--- config.mk ---
export PLATFORM = sky130hd
export DESIGN_NAME = address_text_parser
export DESIGN_NICKNAME = d
export VERILOG_FILES = /design/src/rtl/atp_pkg.sv /design/src/rtl/atp_parse.sv /design/src/rtl/address_text_parser.sv
export SDC_FILE = /design/constraint.sdc
export NUM_CORES = 1
export LEC_CHECK = 0
export BUFFER_PORTS_ARGS = -buffer_cell sky130_fd_sc_hd__buf_2
export CAP_MARGIN = 10
export CELL_PAD_IN_SITES_DETAIL_PLACEMENT = 1
export CELL_PAD_IN_SITES_GLOBAL_PLACEMENT = 1
export CORE_ASPECT_RATIO = 1.2
export CORE_MARGIN = 3
export CORE_UTILIZATION = 43
export DETAILED_ROUTE_END_ITERATION = 10
export GPL_TIMING_DRIVEN = 0
export HOLD_SLACK_MARGIN = 0.12
export PLACE_DENSITY_LB_ADDON = 0.2
export SYNTH_ARGS = -nofsm -noshare
export SYNTH_HDL_FRONTEND = slang
export SYNTH_SLANG_ARGS = --single-unit
export TNS_END_PERCENT = 50
--- constraint.sdc ---
create_clock -name clk_i -period 4.66 [get_ports clk_i]
set_clock_uncertainty 0.1 [all_clocks]
set_input_delay 0.233 -clock clk_i [delete_from_list [all_inputs] [get_ports clk_i]]
set_output_delay 0.233 -clock clk_i [all_outputs]
set_load 0.02 [all_outputs]
--- src/rtl/atp_pkg.sv ---
// shared types, codes and helper functions of the address text parser
package atp_pkg;

  localparam int unsigned AddrWidth = 48;
  localparam int unsigned ByteLanes = AddrWidth / 8;

  // status codes
  localparam logic [2:0] ST_OK        = 3'd0;
  localparam logic [2:0] ST_BAD_CHAR  = 3'd1;
  localparam logic [2:0] ST_DIGITS    = 3'd2;
  localparam logic [2:0] ST_SEPS      = 3'd3;
  localparam logic [2:0] ST_OVER      = 3'd4;
  localparam logic [2:0] ST_EMPTY     = 3'd5;

  // hex prefix tracking
  localparam logic [1:0] PP_NONE   = 2'd0;
  localparam logic [1:0] PP_ZERO   = 2'd1;
  localparam logic [1:0] PP_ZERO_X = 2'd2;
  localparam logic [1:0] PP_DIGITS = 2'd3;

  // group limits
  localparam logic [2:0] DEC_MAX_DIGITS = 3'd3;
  localparam logic [2:0] HEX_MAX_DIGITS = 3'd4;
  localparam logic [3:0] DEC_MAX_SEPS   = 4'd3;
  localparam logic [3:0] HEX_MAX_SEPS   = 4'd5;
  localparam logic [15:0] BYTE_MAX      = 16'd255;

  // characters
  localparam logic [7:0] CHR_ZERO  = 8'h30;
  localparam logic [7:0] CHR_NINE  = 8'h39;
  localparam logic [7:0] CHR_LA    = 8'h61;
  localparam logic [7:0] CHR_LF    = 8'h66;
  localparam logic [7:0] CHR_UA    = 8'h41;
  localparam logic [7:0] CHR_UF    = 8'h46;
  localparam logic [7:0] CHR_LX    = 8'h78;
  localparam logic [7:0] CHR_UX    = 8'h58;
  localparam logic [7:0] CHR_DOT   = 8'h2e;
  localparam logic [7:0] CHR_COLON = 8'h3a;

  typedef struct packed {
    logic [15:0]          group_value;
    logic [2:0]           digit_count;
    logic [2:0]           group_index;
    logic [AddrWidth-1:0] address_acc;
    logic [2:0]           error_code;
    logic [1:0]           prefix_phase;
    logic                 hex_stopped;
  } atp_state_t;

  typedef struct packed {
    logic [AddrWidth-1:0] address;
    logic [2:0]           group_total;
    logic [2:0]           status;
  } atp_result_t;

  // hex digit decode: {valid, value}
  function automatic logic [4:0] atp_hex_val(input logic [7:0] c);
    logic [4:0] r;
    r = 5'd0;
    if (c >= CHR_ZERO && c <= CHR_NINE) begin
      r = {1'b1, 4'(c - CHR_ZERO)};
    end else if (c >= CHR_LA && c <= CHR_LF) begin
      r = {1'b1, 4'(c - CHR_LA + 8'd10)};
    end else if (c >= CHR_UA && c <= CHR_UF) begin
      r = {1'b1, 4'(c - CHR_UA + 8'd10)};
    end
    return r;
  endfunction

  // close the current group, the outcome lands in error_code
  function automatic atp_state_t atp_close(input atp_state_t s, input logic hex);
    atp_state_t r;
    logic [15:0] v;
    r = s;
    v = s.group_value;
    if (hex && s.prefix_phase != PP_DIGITS) begin
      v = 16'd0;
    end
    if (s.digit_count == 3'd0) begin
      r.error_code = ST_EMPTY;
    end else if (hex && s.prefix_phase == PP_NONE) begin
      r.error_code = ST_EMPTY;
    end else if (v > BYTE_MAX) begin
      r.error_code = ST_OVER;
    end else begin
      for (int k = 0; k < ByteLanes; k++) begin
        if (s.group_index == 3'(k)) begin
          r.address_acc[8*k +: 8] = s.address_acc[8*k +: 8] | v[7:0];
        end
      end
      r.group_index  = 3'(s.group_index + 3'd1);
      r.group_value  = 16'd0;
      r.digit_count  = 3'd0;
      r.prefix_phase = PP_NONE;
      r.hex_stopped  = 1'b0;
      r.error_code   = ST_OK;
    end
    return r;
  endfunction

endpackage

--- src/rtl/atp_parse.sv ---
// per-character parse state register and its combinational update
module atp_parse import atp_pkg::*; (
  input  logic        clk_i,
  input  logic        rst_ni,
  input  logic        step_i,
  input  logic [7:0]  symbol_i,
  input  logic        last_i,
  input  logic        hex_i,
  output atp_result_t result_o
);

  atp_state_t state_q, state_d;
  atp_state_t n;
  logic [4:0] hv;
  logic       is_x;
  logic       member;
  logic [7:0] sep;
  logic [2:0] max_dig;
  logic [3:0] max_sep;
  logic [15:0] dec_val;
  logic [15:0] dig_val;

  always_comb begin
    n       = state_q;
    hv      = atp_hex_val(symbol_i);
    is_x    = (symbol_i == CHR_LX) || (symbol_i == CHR_UX);
    member  = hex_i ? (hv[4] || is_x) : (symbol_i >= CHR_ZERO && symbol_i <= CHR_NINE);
    sep     = hex_i ? CHR_COLON : CHR_DOT;
    max_dig = hex_i ? HEX_MAX_DIGITS : DEC_MAX_DIGITS;
    max_sep = hex_i ? HEX_MAX_SEPS : DEC_MAX_SEPS;
    dig_val = {12'd0, hv[3:0]};
    dec_val = 16'((state_q.group_value << 3) + (state_q.group_value << 1) + dig_val);

    if (state_q.error_code == ST_OK) begin
      if (member) begin
        n.digit_count = 3'(state_q.digit_count + 3'd1);
        if (n.digit_count > max_dig) begin
          n.error_code = ST_DIGITS;
        end else if (!hex_i) begin
          n.group_value = dec_val;
        end else if (!state_q.hex_stopped) begin
          case (state_q.prefix_phase)
            PP_NONE: begin
              if (is_x) begin
                n.hex_stopped = 1'b1;
              end else if (symbol_i == CHR_ZERO) begin
                n.prefix_phase = PP_ZERO;
                n.group_value  = 16'd0;
              end else begin
                n.prefix_phase = PP_DIGITS;
                n.group_value  = dig_val;
              end
            end
            PP_ZERO: begin
              if (is_x) begin
                n.prefix_phase = PP_ZERO_X;
              end else begin
                n.prefix_phase = PP_DIGITS;
                n.group_value  = dig_val;
              end
            end
            PP_ZERO_X: begin
              n.prefix_phase = PP_DIGITS;
              if (is_x) begin
                n.hex_stopped = 1'b1;
                n.group_value = 16'd0;
              end else begin
                n.group_value = dig_val;
              end
            end
            default: begin
              if (is_x) begin
                n.hex_stopped = 1'b1;
              end else begin
                n.group_value = {state_q.group_value[11:0], hv[3:0]};
              end
            end
          endcase
        end
      end else if (symbol_i == sep) begin
        if (({1'b0, state_q.group_index} + 4'd1) > max_sep) begin
          n.error_code = ST_SEPS;
        end else begin
          n = atp_close(state_q, hex_i);
        end
      end else begin
        n.error_code = ST_BAD_CHAR;
      end
    end

    if (last_i && n.error_code == ST_OK) begin
      n = atp_close(n, hex_i);
    end

    result_o.address     = n.address_acc;
    result_o.group_total = n.group_index;
    result_o.status      = n.error_code;

    state_d = state_q;
    if (step_i) begin
      state_d = last_i ? '0 : n;
    end
  end

  always_ff @(posedge clk_i or negedge rst_ni) begin
    if (!rst_ni) begin
      state_q <= '0;
    end else begin
      state_q <= state_d;
    end
  end

  a_clear_after_last: assert property (@(posedge clk_i) disable iff (!rst_ni)
    (step_i && last_i) |=> (state_q == '0))
    else $error("parse state not cleared after last character");

  a_error_sticky: assert property (@(posedge clk_i) disable iff (!rst_ni)
    (step_i && !last_i && state_q.error_code != ST_OK)
      |=> (state_q.error_code == $past(state_q.error_code)))
    else $error("error code changed before end of text");

  a_index_range: assert property (@(posedge clk_i) disable iff (!rst_ni)
    (state_q.group_index <= 3'(ByteLanes - 1)))
    else $error("group index beyond the last byte lane");

endmodule

--- src/rtl/address_text_parser.sv ---
// address text parser top level: stream ports, input and result registers
// Takes one ASCII character per clock on the slave stream while tready is
// high (tlast marks the end of the text) and, in the mode held in the
// configuration register (0 dotted decimal, 1 colon hex), builds the address
// bytes. A character passes an input register, and the combinational parse
// update of the final character is written into the result register, from
// which the result is presented. Only final characters need room in the
// result register, so a waiting result stalls the input stream only once the
// next final character reaches the parser.
module address_text_parser import atp_pkg::*; (
  input  logic        clk_i,
  input  logic        rst_ni,
  input  logic        cfg_we_i,
  input  logic        cfg_wdata_i,
  input  logic        s_axis_tvalid,
  output logic        s_axis_tready,
  input  logic [7:0]  s_axis_tdata,   // symbol
  input  logic        s_axis_tlast,   // last
  output logic        m_axis_tvalid,
  input  logic        m_axis_tready,
  output logic [55:0] m_axis_tdata    // address, group_total, status, zero pad
);

  logic        mode_q;
  logic        in_valid_q;
  logic [7:0]  symbol_q;
  logic        last_q;
  logic        out_valid_q;
  atp_result_t res_q;
  atp_result_t res;
  logic        adv;

  assign adv = in_valid_q && (!last_q || !out_valid_q || m_axis_tready);
  assign s_axis_tready = !in_valid_q || adv;

  always_ff @(posedge clk_i or negedge rst_ni) begin
    if (!rst_ni) begin
      mode_q <= 1'b0;
    end else if (cfg_we_i) begin
      mode_q <= cfg_wdata_i;
    end
  end

  always_ff @(posedge clk_i or negedge rst_ni) begin
    if (!rst_ni) begin
      in_valid_q <= 1'b0;
    end else if (s_axis_tready) begin
      in_valid_q <= s_axis_tvalid;
    end
  end

  always_ff @(posedge clk_i) begin
    if (s_axis_tready && s_axis_tvalid) begin
      symbol_q <= s_axis_tdata;
      last_q   <= s_axis_tlast;
    end
  end

  atp_parse u_parse (
    .clk_i    (clk_i),
    .rst_ni   (rst_ni),
    .step_i   (adv),
    .symbol_i (symbol_q),
    .last_i   (last_q),
    .hex_i    (mode_q),
    .result_o (res)
  );

  always_ff @(posedge clk_i or negedge rst_ni) begin
    if (!rst_ni) begin
      out_valid_q <= 1'b0;
    end else if (adv && last_q) begin
      out_valid_q <= 1'b1;
    end else if (m_axis_tready) begin
      out_valid_q <= 1'b0;
    end
  end

  always_ff @(posedge clk_i) begin
    if (adv && last_q) begin
      res_q <= res;
    end
  end

  assign m_axis_tvalid = out_valid_q;
  assign m_axis_tdata  = {2'b00, res_q.status, res_q.group_total, res_q.address};

  a_result_from_last: assert property (@(posedge clk_i) disable iff (!rst_ni)
    $rose(out_valid_q) |-> $past(adv && last_q))
    else $error("result raised without a final character");

  a_ok_has_groups: assert property (@(posedge clk_i) disable iff (!rst_ni)
    (out_valid_q && res_q.status == ST_OK) |-> (res_q.group_total != 3'd0))
    else $error("ok status with no stored group");

  a_no_overwrite: assert property (@(posedge clk_i) disable iff (!rst_ni)
    (out_valid_q && !m_axis_tready) |-> !(adv && last_q))
    else $error("pending result overwritten");

endmodule
After elaboration in Yosys (flattened, before gate mapping)
Cells that the tools add are included.
{"block": "op_classes", "addsub": 11, "mul": 0, "div_mod_pow": 0, "order_cmp": 10, "eq_ne": 18, "shift": 0, "n_mux": 77, "bitwise": 12, "reduce_logical": 28}
{"op": "2-to-1 mux 70 bit", "count": 8}
{"op": "2-to-1 mux 76 bit", "count": 3}
{"op": "2-to-1 mux 16 bit", "count": 13}
{"op": "2-to-1 mux 8 bit", "count": 12}
{"op": "bitwise OR 8 bit", "count": 12}
{"op": "2-to-1 mux 3 bit", "count": 22}
{"op": "2-to-1 mux 51 bit", "count": 1}
{"op": "one-hot mux 16 bit (3 select lines)", "count": 1}
{"op": "> comparator 16 x 8 -> 1 bit, second input constant", "count": 2}
{"op": "2-to-1 mux 5 bit", "count": 4}
{"op": "2-to-1 mux 19 bit", "count": 1}
{"op": "zero test 3 bit", "count": 6}
{"op": "adder 16 bit", "count": 1}
{"op": "adder 16 x 4 -> 16 bit", "count": 1}
{"op": "== test 8 x 7 -> 1 bit, second input constant", "count": 2}
{"op": "greater-or-equal comparator 8 x 7 -> 1 bit, second input constant", "count": 2}
{"op": "<= comparator 8 x 7 -> 1 bit, second input constant", "count": 2}
{"op": "== test 3 x 2 -> 1 bit, second input constant", "count": 4}
{"op": "== test 3 bit, second input constant", "count": 4}
{"op": "subtractor 4 x 1 -> 4 bit, second input constant", "count": 3}
{"op": "logical AND 1 bit", "count": 11}
{"op": "adder 3 x 1 -> 3 bit, second input constant", "count": 3}
{"op": "adder 4 bit, second input constant", "count": 2}
{"op": "== test 8 x 6 -> 1 bit", "count": 1}
{"op": "19 further kinds", "count": 35}
{"block": "totals", "ff_bits": 142, "latch_bits": 0, "mem_bits_rw": 0, "romBits": 0, "out_inout_bits": 58, "elab_cells": 171, "n_memories": 0}

Longest topological paths before layout
Gate-level depths: netlist of run 1.
{"block": "logic_depth", "ltp_word": 29, "depth_mapped": 21}

By module
Synthesis of run 1 repeated with hierarchy kept, for this count alone.
{"block": "unflattened", "cells_unflattened": 921, "area_unflattened_um2": 8740.9}
{"module": "atp_parse", "n_inst": 1, "cells_per_inst": 843, "area_per_inst_um2": 6687.7, "seq_area_each_um2": 1901.8}
{"module": "address_text_parser", "n_inst": 1, "cells_per_inst": 78, "area_per_inst_um2": 2053.2, "seq_area_each_um2": 1966.9}

Worst setup path after synthesis of run 1
No wires, ideal clock.
{"block": "synth_timing", "kind": "reg-to-reg", "start": "register symbol_q[3]", "end": "register res_q (netlist bit m_axis_tdata[0]), data pin", "setup_time_ps": 169, "arrival_time_ps": 4819, "path_slack_ps": -428, "path_stages_with_launch": 18, "n_path_buf": 2, "path_cell_list": "edfxtp_1 or4b_4 nor3_1 a21o_1 fa_1 fa_1 a211o_1 o211ai_1 a21oi_1 xnor2_1 a211oi_1 a2111o_1 or4_4 nor4_4 buf_6 buf_6 nand2_2 o31ai_1"}
{"element": "start: declaration", "line": "address_text_parser.sv:26", "rtl": "logic [7:0] symbol_q;"}
{"element": "start signal: assignment", "line": "address_text_parser.sv:54", "rtl": "symbol_q <= s_axis_tdata;"}
{"element": "end signal: assignment", "line": "address_text_parser.sv:81", "rtl": "res_q <= res;"}
{"element": "end: declaration", "line": "address_text_parser.sv:29", "rtl": "atp_result_t res_q;"}

==> metrics.txt, run 1 <==
endpoints failing hold 0; synthesized area 0.008523 mm²; clock sink total 142; Highest Clock Rate 0.1842 GHz; Final ANT Viol Nets 0; H-tree depth 4; Initial Util 44.55%; CP required 4.92 ns; IO Port Bufs 70; Final WS setup -0.7698 ns; fin crit share 116.5%; list of most frequent post-synthesis cells 101 x nand2_1, 87 x nor2_1, 80 x o21ai_0, 79 x dfrtp_1, 63 x edfxtp_1; die span in x 134.5 µm; final setup violating endpoints 75; Logic pwr share 16.0%; Post-DP HPWL 21520 µm; Max Buffers Root-to-Sink 2; asr flop ratio synth 55.63%; gpl congestion 0.9467; global-route wire length before repair 45960 µm; initial antenna violation count 0; GRT Overall Usage 27.55%; worst-skew pair later-pin latency 0.43 ns; vias in the first global route 8217; die area 0.02155 mm²; routed len/inst 23.30 µm; status complete, but fails checks; Power Dens Cells 301.8 mW/mm²; commonest register cell after synthesis dfrtp_1; Avg Inst Size Synth 9.555 µm²; MaxCap Viol Count 0; critical path class flip-flop to flip-flop; Layout area overhead 23.86%; IO Pins 73; count leader, synth nand2_1; ranking of synthesized cells by area dfrtp_1 23%, edfxtp_1 22%, ha_1 7.5%; CTS tree built; Worst-path clk slew 0.07 ns; nets@finish 1094; post-synth cell types 79; TritonCTS Buffers 17; Reg power frac 43.5%; Synth top area share 23.19%; failing checks setup timing; Detailed Routing Iterations Pass 1 5; Slew headroom 14.64%; Root Driver clkbuf_16; clock power share 40.5%; CORE AREA 0.01913 mm²; aggregate routed wire length 30170 µm; Crit. End Element flip-flop; Post-synth EDFFs 63; register area share after synthesis 45.39%; Yosys top cell by area dfrtp_1; Cells after Synth 892; largest net degree at the start of global routing 47; Core Rows 55; worst hold margin 0.2177 ns; Yosys reg bits 142; RSZ-0062 raised after global routing yes; worst min-delay path category primary input to asynchronous set/reset pin; synth warn 0; n_diodes 0; Pins Over Slew Limit 0; P_sw 987.3 µW; grt ovf 0; total power 3186 µW; Worst Max-Slew Pin Slew 1.270 ns; switch share 30.98%; Fin Setup TNS -47.83 ns; worst vdd ir 0.0002493 V; die height 160.2 µm; fin crit period 5.430 ns; via count 7983; residual DRC count 0; Internal 2199 µW; type of origin of the critical path flip-flop; Via density 6.164; CP Data Arrival Time 5.69 ns; share of cells above drive strength 1 20.98%; leakage power 0.004687 µW; DR iter-0 viols 667; Crit Path Max Fanout 5
-- cell families after synthesis --
kind of cell             synth area share, %
other                                0.04400
flip-flops                             45.39
XOR/XNOR                               1.130
AND/OR/NAND/NOR                        17.25
AO/OA/AOI/OAI                          23.66
adder cells (fa/ha/maj)                7.957
multiplexers                          0.5872
buffers and inverters                  3.978
-- placed cells by master (no fill, tap or decap), types with 9 or more instances in the layout --
| cell | instances |
|---|---|
| a211o_1 | 22 |
| a21o_1 | 13 |
| a21oi_1 | 27 |
| a21oi_2 | 9 |
| a221oi_1 | 9 |
| a22o_1 | 14 |
| a31oi_1 | 20 |
| buf_2 | 70 |
| buf_4 | 26 |
| clkbuf_1 | 35 |
| clkbuf_16 | 18 |
| dfrtp_1 | 79 |
| dlygate4sd3_1 | 15 |
| edfxtp_1 | 63 |
| ha_1 | 48 |
| inv_1 | 31 |
| nand2_1 | 100 |
| nand3_1 | 23 |
| nor2_1 | 85 |
| nor3_1 | 19 |
| o21ai_0 | 79 |
-- state kept, by name (all words and copies together), names as in the netlist --
name / count
in_valid_q: 1
m_axis_tvalid: 1
symbol_q: 8
m_axis_tdata: 54
mode_q: 1
u_parse.state_q: 76
last_q: 1
-- final cells by class --
class / instances / area (µm²)
plain buffers: 46 / 229.0
clock buffers: 17 / 425.4
clock inverters: 15 / 125.1
fillers: 2186 / 8574
inverters: 34 / 127.6
multi-input cells: 671 / 4669
flip-flops and latches: 142 / 3869
well taps: 256 / 320.3
repair buffers: 114 / 790.8
-- per-stage QoR --
step / util (%) / cells / cell area, µm² / setup WS (ns)
6_report: 55.18 / 1295 / 10560 / -0.7698
5_1_grt: 55.18 / 1295 / 10560 / -0.9825
4_1_cts: 53.98 / 1285 / 10330 / -0.6761
3_5_place_dp: 48.77 / 1221 / 9330 / -1.321
3_3_place_gp: 48.47 / 1219 / 9273 / -1.280
2_1_floorplan: - / 893 / 8602 / -0.2246
-- worst paths after layout --
check | from | to | slack (ns) | cells past startpoint
max in group asynchronous | rst_ni | m_axis_tvalid$_DFFE_PN0P_ | 3.60 | 3
worst max-delay path | symbol_q[0]$_DFFE_PP_ | u_parse.state_q[39]$_DFFE_PN0P_ | -0.77 | 24
min in group clk_i | u_parse.state_q[9]$_DFFE_PN0P_ | u_parse.state_q[9]$_DFFE_PN0P_ | 0.38 | 2
worst max register to register | symbol_q[0]$_DFFE_PP_ | u_parse.state_q[39]$_DFFE_PN0P_ | -0.77 | 24
worst min-delay path | rst_ni | u_parse.state_q[37]$_DFFE_PN0P_ | 0.22 | 2
worst min register to register | u_parse.state_q[9]$_DFFE_PN0P_ | u_parse.state_q[9]$_DFFE_PN0P_ | 0.38 | 2
-- power by group through the flow --
stage,Combinational (µW),Clock [µW],Sequential (µW)
after global placement,445,0,1410
final,510,1290,1390
after detailed placement,459,0,1410
after CTS,493,1300,1390
after floorplan,237,0,1450
after global routing,546,1360,1390
-- metal layers --
metal,vias to the layer above,part of all wire (%),track usage (%)
met5,-,0,0
met4,0,4.6,13.80
met3,85,4.7,5.356
met2,297,51,47.30
met1,3979,40,32.76
li1,3622,-,-
-- timing repair --
item                                   in CTS  in global routing
hold buffers                               15                  0
resized for setup                          36                 27
setup buffers                              17                  9
endpoints found under the hold margin      91                  0
pin swaps                                  26                 16
cloned                                      0                  1
setup endpoints to repair                  99                 96
-- critical path: stages (launching register included) --
cell and delay [ns]:
edfxtp_1 0.45, inv_2 0.12, ha_4 0.14, nor3b_4 0.29
buf_6 0.16, nor4_4 0.04, o21ai_2 0.20, nand2_1 0.11
ha_1 0.29, ha_2 0.20, fa_2 0.36, a211o_1 0.27
o211ai_1 0.16, buf_4 0.18, a211oi_2 0.06, mux2i_1 0.15
a21o_1 0.17, a32o_1 0.23, or4_4 0.57, nor4_4 0.27
buf_6 0.18, buf_4 0.12, buf_4 0.12, a311o_1 0.24
o211a_1 0.18
No activity file was read; power rests on OpenSTA's default activity.
==> run 2, diff against run 1 <==
RECOVER_POWER = 100   (was default)
==> run 2 against run 1 <==
  * Utilization decreased by 0.60 points
  * Count of clock-buffer cells in the layout unchanged
  * Highest routed layer unchanged
  * Via count decreased by 0.38%
  * Largest cell class unchanged
  * The flow finishes with violations (capacitance limit, slew limit, setup timing)
  * Sequential power about the same
  * Combinational power decreased by 3%
  * Register-to-register slack improved by 0.02 ns
  * Maximum frequency increased by 0.31%
  * Final cell count unchanged
  * Critical path depth unchanged
  * Sequential cell count unchanged
==> metrics.txt, run 2 (synthesis gave the netlist of run 1 again) <==
status complete, but fails checks; failing checks capacitance limit, slew limit, setup timing; number of cells after detailed placement 1221 (unchanged); residual DRC count 0 (unchanged); Finished Layout Cells 1295 (unchanged); Worst Max-Slew Pin Slew 2.214 ns (+0.9441 ns); IO Pins 73 (unchanged); largest net degree at the start of global routing 47 (unchanged); Max Buffers Root-to-Sink 2 (unchanged); CTS tree built; nets@finish 1094 (unchanged); aggregate routed wire length 30190 µm (about the same); largest reg by FF count u_parse.state_q; Final WS setup -0.7529 ns (+0.01694 ns); CP Data Arrival Time 5.68 ns (about the same); Layout area overhead 22.50%; max reg flops 76 (unchanged); critical path class flip-flop to flip-flop; Initial Util 44.55% (unchanged); type of origin of the critical path flip-flop; Place WS -1.321 ns (unchanged); routed len/inst 23.31 µm (about the same); fin crit period 5.413 ns (-0.01694 ns); IO Port Bufs 70 (unchanged); worst vdd ir 0.0002514 V (+0.86%); MaxCap Viol Count 2 (+2); H-tree depth 4 (unchanged); worst min-delay path category flip-flop to flip-flop; # fillers 2201 (+0.69%); leakage power 0.004512 µW (-3.7%); initial antenna violation count 0 (unchanged); Final ANT Viol Nets 0 (unchanged); Crit. End Element flip-flop; TritonCTS Buffers 17 (unchanged); Core Rows 55 (unchanged); gpl congestion 0.9467 (unchanged); die area 0.02155 mm² (unchanged); Post-DP HPWL 21520 µm (unchanged); DR iter-0 viols 649 (-2.7%); Worst-path clk slew 0.06 ns (about the same); Via density 6.141 (-0.38%); grt ovf 0 (unchanged); final setup violating endpoints 75 (unchanged); total power 3174 µW (-0.40%); global-route wire length before repair 45960 µm (unchanged); CORE AREA 0.01913 mm² (unchanged); via count 7953 (-0.38%); most common cell after layout, fill and taps aside nand2_1; Sequential Area 0.003869 mm² (unchanged); GRT Overall Usage 27.55% (unchanged); Slew headroom -47.82% (-62 points); endpoints failing hold 0 (unchanged); share of cells above drive strength 1 15.01% (-6.0 points); die span in x 134.5 µm (unchanged); Crit Path Max Fanout 5 (unchanged); Highest Clock Rate 0.1847 GHz (+0.31%); Power Dens Cells 303.9 mW/mm² (+0.70%); commonest cells after routing, fill and taps aside 100 x nand2_1, 92 x clkbuf_1, 86 x nor2_1; worst-skew pair later-pin latency 0.44 ns (about the same); clock sink total 142 (unchanged); Detailed Routing Iterations Pass 1 5 (unchanged); n_diodes 0 (unchanged); vias in the first global route 8217 (unchanged); Util after Layout 54.58% (-0.60 points); RSZ-0062 raised after global routing yes; Pins Over Slew Limit 82 (+82); Root Driver clkbuf_16; die height 160.2 µm (unchanged); CP required 4.93 ns (about the same); fin crit share 116.2% (-0.36 points); area of the multi-input gates 0.004658 mm² (-0.24%)
==> run 2: critical path: stages, from the launching register on <==
cell and delay [ns]:
edfxtp_1 0.45, inv_2 0.12, ha_4 0.14, nor3b_4 0.29, buf_6 0.16, nor4_4 0.04, o21ai_2 0.19, nand2_1 0.10
ha_1 0.29, ha_2 0.20, fa_2 0.36, a211o_1 0.27, o211ai_1 0.16, buf_4 0.19, a211oi_2 0.06, mux2i_1 0.15
a21o_1 0.17, a32o_1 0.23, or4_4 0.57, nor4_4 0.27, buf_6 0.18, buf_4 0.12, buf_4 0.12, a311o_1 0.24
o211a_1 0.18
==> run 2: power by group <==
group | switching (µW) | internal, µW
Sequential | 28.8 | 1360
Clock | 597 | 695
Combinational | 361 | 132
==> run 2: metrics by stage <==
stage               hold slack, ns  instance area [µm²]  TNS (ns)
floorplan                  -0.1626                 8602    -9.455
global placement            0.3093                 9273    -86.52
detailed placement          0.1381                 9330    -88.08
CTS                         0.2271                10330    -43.57
global route                0.4086                10440    -63.45
finish                      0.3834                10440    -46.63
==> run 2: path summary, 6_finish.rpt <==
path                                                  from                              end  slack [ns]  cells past startpoint
min in group asynchronous                           rst_ni  u_parse.state_q[37]$_DFFE_PN0P_        0.83                      2
setup reg to reg                     symbol_q[0]$_DFFE_PP_  u_parse.state_q[39]$_DFFE_PN0P_       -0.75                     24
hold / removal             u_parse.state_q[27]$_DFFE_PN0P_  u_parse.state_q[27]$_DFFE_PN0P_        0.38                      2
max in group asynchronous                           rst_ni        m_axis_tvalid$_DFFE_PN0P_        0.61                      3
hold reg to reg            u_parse.state_q[27]$_DFFE_PN0P_  u_parse.state_q[27]$_DFFE_PN0P_        0.38                      2
setup / recovery                     symbol_q[0]$_DFFE_PP_  u_parse.state_q[39]$_DFFE_PN0P_       -0.75                     24
==> run 2: area by class of cell <==
class                           instances  share of cell area, %
Timing Repair Buffer                  114                  6.579
Buffer                                 46                  2.193
Tap cell                              256                  3.068
Clock buffer                           17                  4.074
Inverter                               34                  1.222
Clock inverter                         15                  1.198
Sequential cell                       142                  37.05
Multi-Input combinational cell        671                  44.61
==> run 2: repair_timing <==
action,CTS,global route
pin swaps,26,16
gates cloned,0,1
hold endpoints to repair,91,0
endpoints found under the setup margin,99,96
hold buffers,15,0
resized for setup,36,27
setup buffers,17,9
==> run 2: layer usage <==
metal	global-route usage (%)	vias to the layer above	part of all wire, %
li1	-	3623	-
met1	32.76	3959	39
met2	47.30	280	51
met3	5.356	91	4.9
met4	13.80	0	4.7
met5	0	-	0
